$ cat src/rtl/core/lpfr_pkg.sv
// Shared constants and types for the length-prefixed frame receiver.
package lpfr_pkg;

  localparam int unsigned BUFFER_DEPTH = 32768;

  localparam int unsigned BYTE_W  = 8;
  localparam int unsigned LEN_W   = 16;
  localparam int unsigned ADDR_W  = 15;
  localparam int unsigned CAP_W   = 16;
  localparam int unsigned SUM_W   = 17;
  localparam int unsigned PADDR_W = 3;
  localparam int unsigned PDATA_W = 32;

  // Buffer depth as a value wide enough to hold any depth in its range.
  localparam logic [SUM_W-1:0] DEPTH_V = SUM_W'(BUFFER_DEPTH);

  localparam logic [CAP_W-1:0] CAP_RESET = CAP_W'(32768);

  // Register indexes on the configuration port.
  localparam logic REG_BUFFER_CAPACITY = 1'b0;

  localparam logic REPLY_OK    = 1'b0;
  localparam logic REPLY_ERROR = 1'b1;

  localparam logic [1:0] PH_LEN_HIGH = 2'd0;
  localparam logic [1:0] PH_LEN_LOW  = 2'd1;
  localparam logic [1:0] PH_PAYLOAD  = 2'd2;

  typedef struct packed {
    logic              store_enable;
    logic [ADDR_W-1:0] store_address;
    logic [BYTE_W-1:0] store_data;
    logic              reply_enable;
    logic              reply_code;
    logic              transfer_done;
    logic              transfer_failed;
    logic [LEN_W-1:0]  total_length;
  } result_t;

endpackage

$ cat src/rtl/core/lpfr_cfg_regs.sv
// Configuration register block with the capacity clamp to the buffer depth.
module lpfr_cfg_regs (
  input  logic                           clk,
  input  logic                           rst_n,
  input  logic                           psel,
  input  logic                           penable,
  input  logic                           pwrite,
  input  logic [lpfr_pkg::PADDR_W-1:0]   paddr,
  input  logic [lpfr_pkg::PDATA_W-1:0]   pwdata,
  output logic [lpfr_pkg::PDATA_W-1:0]   prdata,
  output logic                           pready,
  output logic [lpfr_pkg::SUM_W-1:0]     cap_eff
);
  import lpfr_pkg::*;

  logic [CAP_W-1:0] capacity_r;
  logic             wr_en;
  logic             reg_sel;

  assign pready  = 1'b1;
  assign reg_sel = (paddr[PADDR_W-1] == REG_BUFFER_CAPACITY);
  assign wr_en   = psel && penable && pwrite && pready && reg_sel;

  always_ff @(posedge clk) begin
    if (!rst_n) begin
      capacity_r <= CAP_RESET;
    end else if (wr_en) begin
      capacity_r <= pwdata[CAP_W-1:0];
    end
  end

  always_comb begin
    prdata = '0;
    if (reg_sel) begin
      prdata = {{(PDATA_W-CAP_W){1'b0}}, capacity_r};
    end
  end

  // The usable capacity never exceeds what the buffer can hold.
  assign cap_eff = ({1'b0, capacity_r} > DEPTH_V) ? DEPTH_V : {1'b0, capacity_r};

endmodule

$ cat src/rtl/core/length_prefixed_frame_receiver.sv
// Top level of the length-prefixed frame receiver: frame parser and result register.
//
//  channel   direction  handshake              contents
//  in_       input      in_valid / in_ready    rx_byte
//  out_      output     out_valid / out_ready  store, reply and transfer status
//  cfg       APB slave  psel/penable/pwrite    buffer_capacity at address 0
//
// One word is taken per cycle while in_ready is high; its result is registered in the output register.
// The parser state and the result register are updated at the same edge that accepts a word.
// A held result does not block input as long as the downstream side takes it in that cycle.
// Reset clears the parser state and the output valid; capacity returns to 32768.
module length_prefixed_frame_receiver (
  input  logic                           clk,
  input  logic                           rst_n,
  input  logic                           in_valid,
  output logic                           in_ready,
  input  logic [lpfr_pkg::BYTE_W-1:0]    in_rx_byte,
  output logic                           out_valid,
  input  logic                           out_ready,
  output logic                           out_store_enable,
  output logic [lpfr_pkg::ADDR_W-1:0]    out_store_address,
  output logic [lpfr_pkg::BYTE_W-1:0]    out_store_data,
  output logic                           out_reply_enable,
  output logic                           out_reply_code,
  output logic                           out_transfer_done,
  output logic                           out_transfer_failed,
  output logic [lpfr_pkg::LEN_W-1:0]     out_total_length,
  input  logic                           psel,
  input  logic                           penable,
  input  logic                           pwrite,
  input  logic [lpfr_pkg::PADDR_W-1:0]   paddr,
  input  logic [lpfr_pkg::PDATA_W-1:0]   pwdata,
  output logic [lpfr_pkg::PDATA_W-1:0]   prdata,
  output logic                           pready
);
  import lpfr_pkg::*;

  logic [SUM_W-1:0]  cap_eff;
  logic              in_fire;

  logic [1:0]        phase_r,        phase_nxt;
  logic [BYTE_W-1:0] length_high_r,  length_high_nxt;
  logic [LEN_W-1:0]  remaining_r,    remaining_nxt;
  logic [LEN_W-1:0]  write_index_r,  write_index_nxt;
  logic              out_valid_r,    out_valid_nxt;
  result_t           result_r,       result_nxt;

  logic [LEN_W-1:0]  frame_len;
  logic [SUM_W-1:0]  frame_end;
  logic [LEN_W-1:0]  index_inc;
  logic [LEN_W-1:0]  remaining_dec;

  lpfr_cfg_regs u_cfg (
    .clk     (clk),
    .rst_n   (rst_n),
    .psel    (psel),
    .penable (penable),
    .pwrite  (pwrite),
    .paddr   (paddr),
    .pwdata  (pwdata),
    .prdata  (prdata),
    .pready  (pready),
    .cap_eff (cap_eff)
  );

  assign in_ready = !out_valid_r || out_ready;
  assign in_fire  = in_valid && in_ready;

  assign frame_len     = {length_high_r, in_rx_byte};
  assign frame_end     = {1'b0, write_index_r} + {1'b0, frame_len};
  assign index_inc     = write_index_r + LEN_W'(1);
  assign remaining_dec = (remaining_r != '0) ? (remaining_r - LEN_W'(1)) : remaining_r;

  always_comb begin
    phase_nxt       = phase_r;
    length_high_nxt = length_high_r;
    remaining_nxt   = remaining_r;
    write_index_nxt = write_index_r;

    result_nxt                 = '0;
    result_nxt.reply_code      = REPLY_OK;
    result_nxt.total_length    = write_index_r;

    case (phase_r)
      PH_LEN_LOW: begin
        if (frame_len == '0) begin
          result_nxt.reply_enable  = 1'b1;
          result_nxt.transfer_done = 1'b1;
          phase_nxt       = PH_LEN_HIGH;
          write_index_nxt = '0;
          remaining_nxt   = '0;
        end else if (frame_end > cap_eff) begin
          result_nxt.reply_enable    = 1'b1;
          result_nxt.reply_code      = REPLY_ERROR;
          result_nxt.transfer_failed = 1'b1;
          result_nxt.total_length    = '0;
          phase_nxt       = PH_LEN_HIGH;
          write_index_nxt = '0;
          remaining_nxt   = '0;
        end else begin
          remaining_nxt = frame_len;
          phase_nxt     = PH_PAYLOAD;
        end
      end
      PH_PAYLOAD: begin
        result_nxt.store_enable  = 1'b1;
        result_nxt.store_address = write_index_r[ADDR_W-1:0];
        result_nxt.store_data    = in_rx_byte;
        result_nxt.total_length  = index_inc;
        write_index_nxt = index_inc;
        remaining_nxt   = remaining_dec;
        if (remaining_dec == '0) begin
          result_nxt.reply_enable = 1'b1;
          phase_nxt = PH_LEN_HIGH;
        end
      end
      default: begin
        // Waiting for the length high byte; the unused phase code behaves the same way.
        length_high_nxt = in_rx_byte;
        phase_nxt       = PH_LEN_LOW;
      end
    endcase
  end

  always_comb begin
    out_valid_nxt = out_valid_r;
    if (in_fire) begin
      out_valid_nxt = 1'b1;
    end else if (out_ready) begin
      out_valid_nxt = 1'b0;
    end
  end

  always_ff @(posedge clk) begin
    if (!rst_n) begin
      phase_r       <= PH_LEN_HIGH;
      length_high_r <= '0;
      remaining_r   <= '0;
      write_index_r <= '0;
      out_valid_r   <= 1'b0;
    end else begin
      out_valid_r <= out_valid_nxt;
      if (in_fire) begin
        phase_r       <= phase_nxt;
        length_high_r <= length_high_nxt;
        remaining_r   <= remaining_nxt;
        write_index_r <= write_index_nxt;
      end
    end
  end

  always_ff @(posedge clk) begin
    if (in_fire) begin
      result_r <= result_nxt;
    end
  end

  assign out_valid           = out_valid_r;
  assign out_store_enable    = result_r.store_enable;
  assign out_store_address   = result_r.store_address;
  assign out_store_data      = result_r.store_data;
  assign out_reply_enable    = result_r.reply_enable;
  assign out_reply_code      = result_r.reply_code;
  assign out_transfer_done   = result_r.transfer_done;
  assign out_transfer_failed = result_r.transfer_failed;
  assign out_total_length    = result_r.total_length;

  // A payload word always produces a store in the next result.
  a_payload_stores: assert property (@(posedge clk) disable iff (!rst_n)
    in_fire && (phase_r == PH_PAYLOAD) |=> out_valid_r && result_r.store_enable)
    else $error("payload word did not produce a store");

  // A refused frame replies with an error and reports no stored length.
  a_fail_reply: assert property (@(posedge clk) disable iff (!rst_n)
    out_valid_r && result_r.transfer_failed |->
      result_r.reply_enable && (result_r.reply_code == REPLY_ERROR) &&
      (result_r.total_length == '0) && !result_r.store_enable)
    else $error("failed transfer reported inconsistently");

  // Ending a transfer with a zero-length frame clears the write index and returns to the length high phase.
  a_end_clears: assert property (@(posedge clk) disable iff (!rst_n)
    in_fire && (phase_r == PH_LEN_LOW) && (frame_len == '0) |=>
      (write_index_r == '0) && (phase_r == PH_LEN_HIGH))
    else $error("write index not cleared at end of transfer");

  // The write index never runs past the buffer depth.
  a_index_bound: assert property (@(posedge clk) disable iff (!rst_n)
    {1'b0, write_index_r} <= DEPTH_V)
    else $error("write index beyond buffer depth");

endmodule
$ cat config.mk
export PLATFORM = sky130hd
export DESIGN_NAME = length_prefixed_frame_receiver
export DESIGN_NICKNAME = d
export VERILOG_FILES = /design/src/rtl/core/lpfr_pkg.sv /design/src/rtl/core/lpfr_cfg_regs.sv /design/src/rtl/core/length_prefixed_frame_receiver.sv
export SDC_FILE = /design/constraint.sdc
export NUM_CORES = 1
export LEC_CHECK = 0
export BUFFER_PORTS_ARGS = -buffer_cell sky130_fd_sc_hd__buf_2
export CAP_MARGIN = 20
export CORE_UTILIZATION = 45
export DETAILED_ROUTE_END_ITERATION = 12
export GPL_ROUTABILITY_DRIVEN = 0
export HOLD_SLACK_MARGIN = 0.02
export PLACE_DENSITY = 0.79
export SYNTH_ARGS = -nofsm -noshare
export SYNTH_HDL_FRONTEND = slang
export SYNTH_SLANG_ARGS = --single-unit
$ cat constraint.sdc
create_clock -name clk -period 6.8 [get_ports clk]
set_input_delay 1.36 -clock clk [delete_from_list [all_inputs] [get_ports clk]]
set_output_delay 1.36 -clock clk [all_outputs]
set_load 0.05 [all_outputs]
---- After elaboration in Yosys (flattened, before gate mapping) ----
Cells that the tools add are included.
word-level totals
  latch bits .............................. 0
  bits in registers ....................... 103
  RAM bits ................................ 0
  memories kept ........................... 0
  bits of input ports ..................... 50
  bits in read-only memories .............. 0
operators by class
  multiply operators ...................... 0
  shifts and indexed selects .............. 0
  magnitude comparators ................... 2
  reductions and logical operators ........ 17
  add/sub/neg operators ................... 3
  bitwise logic cells ..................... 3
  div/mod/pow operators ................... 0
  multiplexer cells ....................... 24
  equal/unequal tests ..................... 4
operator list
  cell                                                 number
  two-way mux 16 bit                                   8
  one-hot mux 16 bit (2 select lines)                  3
  zero test 16 bit                                     2
  two-way mux 24 bit                                   1
  adder 16 x 16 -> 17 bit                              1
  > comparator 17 bit                                  1
  two-way mux 17 bit                                   1
  adder 16 x 1 -> 16 bit, second input constant        1
  > comparator 16 bit, second input constant           1
  nonzero test 16 bit                                  1
  subtractor 16 x 1 -> 16 bit, second input constant   1
  two-way mux 2 bit                                    4
  AND reduction 2 bit                                  3
  two-way mux 1 bit                                    5
  logical AND 1 bit                                    4
  one-hot mux 2 bit (2 select lines)                   1
  nonzero test 2 bit                                   2
  OR reduction 2 bit                                   2
  inequality test 3 bit, second input constant         1
  NOT 1 bit                                            3
  AND reduction 3 bit                                  1
  equality test 2 x 1 -> 1 bit, second input constant  1
  equality test 2 bit, second input constant           1
  inequality test 2 bit, second input constant         1
  other kinds (3)                                      3

---- Longest topological paths before layout ----
  depth in word-level cells ............... 6
  depth in mapped cells ................... 18
  mapped depth without buffers ............ 17

---- Hierarchy ----
Synthesis repeated with hierarchy kept, for this count alone.
second synthesis, totals
  cell total of the unflattened synthesis .. 772
  area total of the unflattened synthesis .. 6675.2 µm²
by module, submodules not included
  module                          cells an instance  area each (µm²)  times used
  length_prefixed_frame_receiver  648                5654.2           1
  lpfr_cfg_regs                   124                1021.0           1

---- Least setup slack after synthesis ----
OpenSTA, ideal clock, no wires.
  kind .................................... in2reg
  start ................................... in in_rx_byte[0] (netlist bit)
  end ..................................... reg result_r (netlist bit out_total_length[6]), data pin
  arrival ................................. 4701 ps
  setup slack ............................. 1838 ps
  buffers on the path ..................... 0
  cell stages on the path ................. 17
  required time ........................... 6539 ps
  cells stage by stage .................... ha_1 fa_1 a211oi_1 o21ai_1 and2_2 a21oi_1 o21ai_0 a21oi_1 xnor2_1 ha_1 nand2_1 nor2_1 a41oi_1 and2_1 a221oi_1 a21o_1 a221o_1
RTL lines
  item                  RTL line                               text
  start, declared       length_prefixed_frame_receiver.sv:17   input logic [lpfr_pkg::BYTE_W-1:0] in_rx_byte,
  end signal, assigned  length_prefixed_frame_receiver.sv:154  result_r <= result_nxt;
  end, declared         length_prefixed_frame_receiver.sv:46   result_t result_r, result_nxt;

==> metrics.txt <==
PortBufs=93; Ports=approximately 130; total of max-cap violations=0; Final Skew=0.0113 ns; DR vias=between 5000 and 6000; Setup WS pre-CTS=a little over 1 ns; GRT Total Usage=about 22%; crit end category=register; chip height=approximately 120 µm; final hold vios=0; slack of the critical path=around 1.3 ns; n_diodes=0; row count=43; number of flops mapped to enable cells by yosys=43; Post-CTS Resized=0; post-route ant nets=0; setup violators final=0; Req. time, crit path=6.91 ns; Cells after Synth=~730; first-pass detailed-route iteration total=5; mean cell area of the mapped netlist=8.71 µm²; Num Clock Sinks=around 100; Pwr Density=approximately 220 mW/mm²; Final HPWL DP=approximately 11000 µm; Synth Area in Compound Gates=19.9%; root buf cell=clkbuf_16; Critical path buffers and inverters=1; xor and xnor area share after synthesis=under 10%; Fmax=around 180 MHz; initial antenna violation count=0; largest net degree at the start of global routing=55; CP Class=input port to register; Post-synth top flop=dfxtp_1; full die area=0.0147 mm²; asr flop ratio synth=0%; Clock Tree Buf Depth=2; cell area after synthesis=0.00639 mm²; vias in the first global route=around 5200; post-synthesis simple-gate area fraction=23.1%; clock-pin slew on the worst setup and hold paths=roughly 0.070 ns; Max H-tree Level=3; CTS Buf Count=9; vias per cell=between 5 and 6; CP Cell Sequence=buf_2 > ha_1 > fa_1 > a211oi_1 > o21ai_1 > and2_2 > a21oi_1 > o21ai_0 > a21oi_1 > xnor2_1 > ha_1 > nand2_1 > nor2_1 > a41oi_1 > and2_1 > a221oi_1 > a21o_1 > a221o_1; max-slew violations=0; post-CTS setup buffer count=0; first-pass GRT wire length=between 20000 and 30000 µm; Starting Density=46.1%; P&R area growth vs syn=12.1%; startpoint type of the worst setup path=input port; hold_buf cts=0; number of remaining DRC errors=0; P_leak=2.90 nW; mux cell area share after synthesis=between 1.5 and 2%; Clock Latency Late Sink=about 0.36 ns; FILL cells=between 1000 and 1500; CP arrival=roughly 5.6 ns; Fin Setup TNS=0 ns; Min-Delay Path Class=register to register; Synth Area in Adders=about 7.6%; initial drt markers=a little under 600; CP max FO=16; grt total ovfl=0; Post-Route WL=about 15000 µm; Slew HR=a little under a third; Top delay family on crit path=compound AO/OA/AOI/OAI gates; sequential share of the synthesized area=approximately 39%; CTS tree=yes; fin nets=a little under 900; Yosys reg bits=a little over 100; fraction of layout cells with a size suffix above 1=15.5%; yosys warns=0; Avg WL per Cell=15.7 µm; status=complete, no violations; Core Area=roughly 0.014 mm²; Unique masters post-synth=68; main combinational cell family by area after synthesis=simple AND/OR/NAND/NOR gates; Final min period=5.46 ns; Critical Path Max Stage Delay=~0.54 ns; critical path's slowest cell=a41oi_1; worst slew pin tran=between 1 and 1.5 ns; Die Width=121 µm; RSZ-0062 raised after global routing=no; VDD IR max=0.000133 V; period utilisation layout=80.3%
-- layout make-up --
class | instances | area (µm²) | area share [%]
timing repair buffer | 98 | 503 | 7.02
inverter | 18 | 67.6 | 0.943
clock inverter | 4 | 55.1 | 0.769
tap | 180 | 225 | 3.14
sequential | 102 | 2470 | 34.5
clock buffer | 12 | 246 | 3.44
multi-input combinational | 570 | 3590 | 50.2
-- where the power goes --
part           internal [mW]  total, mW  switching [mW]
Combinational          0.105      0.346           0.240
Sequential             0.662      0.683          0.0215
Clock                  0.298      0.531           0.233
-- layout by cell type (no fill, tap or decap), types with 5 or more instances in the layout --
cell type   n
a21o_1      8
xnor2_1    15
o2bb2ai_1  11
or4_1       5
nand2_1    98
ha_1       37
o21ai_0    32
a211oi_1    6
a21oi_1    63
a221oi_1    6
or3_1       8
buf_4       5
xor2_1      5
a31oi_1     5
dfxtp_1    59
and3_1      5
buf_2      93
nand4_1    10
edfxtp_1   43
o211ai_1   22
nor2b_1    20
nor2_1     42
nor4_1     16
conb_1     17
nand2b_1    5
nand3_1    25
inv_1      17
clkbuf_16   9
mux2i_1    10
nor3_1     14
and2_1     29
-- synthesized netlist by cell type, types with 8 or more instances --
master,n,area share [%]
nand4_1,10,0.98
nor4_1,16,1.6
xnor2_1,15,2.1
a21o_1,8,0.94
or3_1,8,0.78
a21oi_1,63,4.9
nor3_1,14,1.1
nand3_1,25,2.0
buf_4,19,2.2
and2_1,29,2.8
dfxtp_1,59,18
clkbuf_1,27,1.6
nand2_1,98,5.8
mux2i_1,10,1.6
ha_1,37,7.2
nor2b_1,20,2.0
inv_1,18,1.1
nor2_1,42,2.5
o21ai_0,32,2.5
edfxtp_1,43,20
o211ai_1,22,2.6
o2bb2ai_1,11,1.5
-- worst paths after layout --
check / start / end / slack, ns / depth (start not counted)
max: in_rx_byte[0] / out_total_length[6] / 1.34 / 18
min: u_cfg.capacity_r[0] / u_cfg.capacity_r[0] / 0.49 / 2
max reg2reg: write_index_r[1] / out_total_length[0] / 1.99 / 16
min reg2reg: u_cfg.capacity_r[0] / u_cfg.capacity_r[0] / 0.49 / 2
-- per-layer routing --
layer  GRT usage [%]  vias to the layer above  wire length (µm)
li1                -                     2785                 -
met1            29.4                     2565              7070
met2            34.4                      203              7070
met3            3.90                       34               941
met4            11.1                        0               409
met5               0                        -                 0
-- metrics by stage --
| step | area, µm² | power, mW | std cells | hold WS [ns] | utilization (%) |
|---|---|---|---|---|---|
| 3_3_place_gp | 6860 | 1.03 | 968 | 0.465 | 49.4 |
| 4_1_cts | 7160 | 1.56 | 984 | 0.492 | 51.6 |
| 5_1_grt | 7160 | 1.62 | 984 | 0.522 | 51.6 |
| 3_5_place_dp | 6860 | 1.04 | 968 | 0.481 | 49.4 |
| 2_1_floorplan | 6450 | 0.969 | 749 | 0.451 | - |
| 6_report | 7160 | 1.56 | 984 | 0.493 | 51.6 |
-- sequential cells by signal (all words and copies together), names as in the netlist --
signal and flops:
out_store_data 8, out_valid 1, out_reply_code 1, phase_r 2, u_cfg.capacity_r 16, length_high_r 8, write_index_r 16, out_store_address 15
remaining_r 16, out_transfer_done 1, out_total_length 16, out_reply_enable 1, out_store_enable 1
-- tightest hold or removal path: stages (launching register included) --
cell and delay (ns):
dfxtp_1 0.33, nand2_1 0.06, a21oi_1 0.05
-- logic make-up (layout without fill, tap and decap cells) --
group	Yosys count	after routing
other cells	2	17
simple gates	293	293
mux	12	12
compound gates	190	190
buf+inv	77	132
xor+xnor	20	20
flops	102	102
fa+ha+maj	38	38
(Power assumes the default switching activity.)
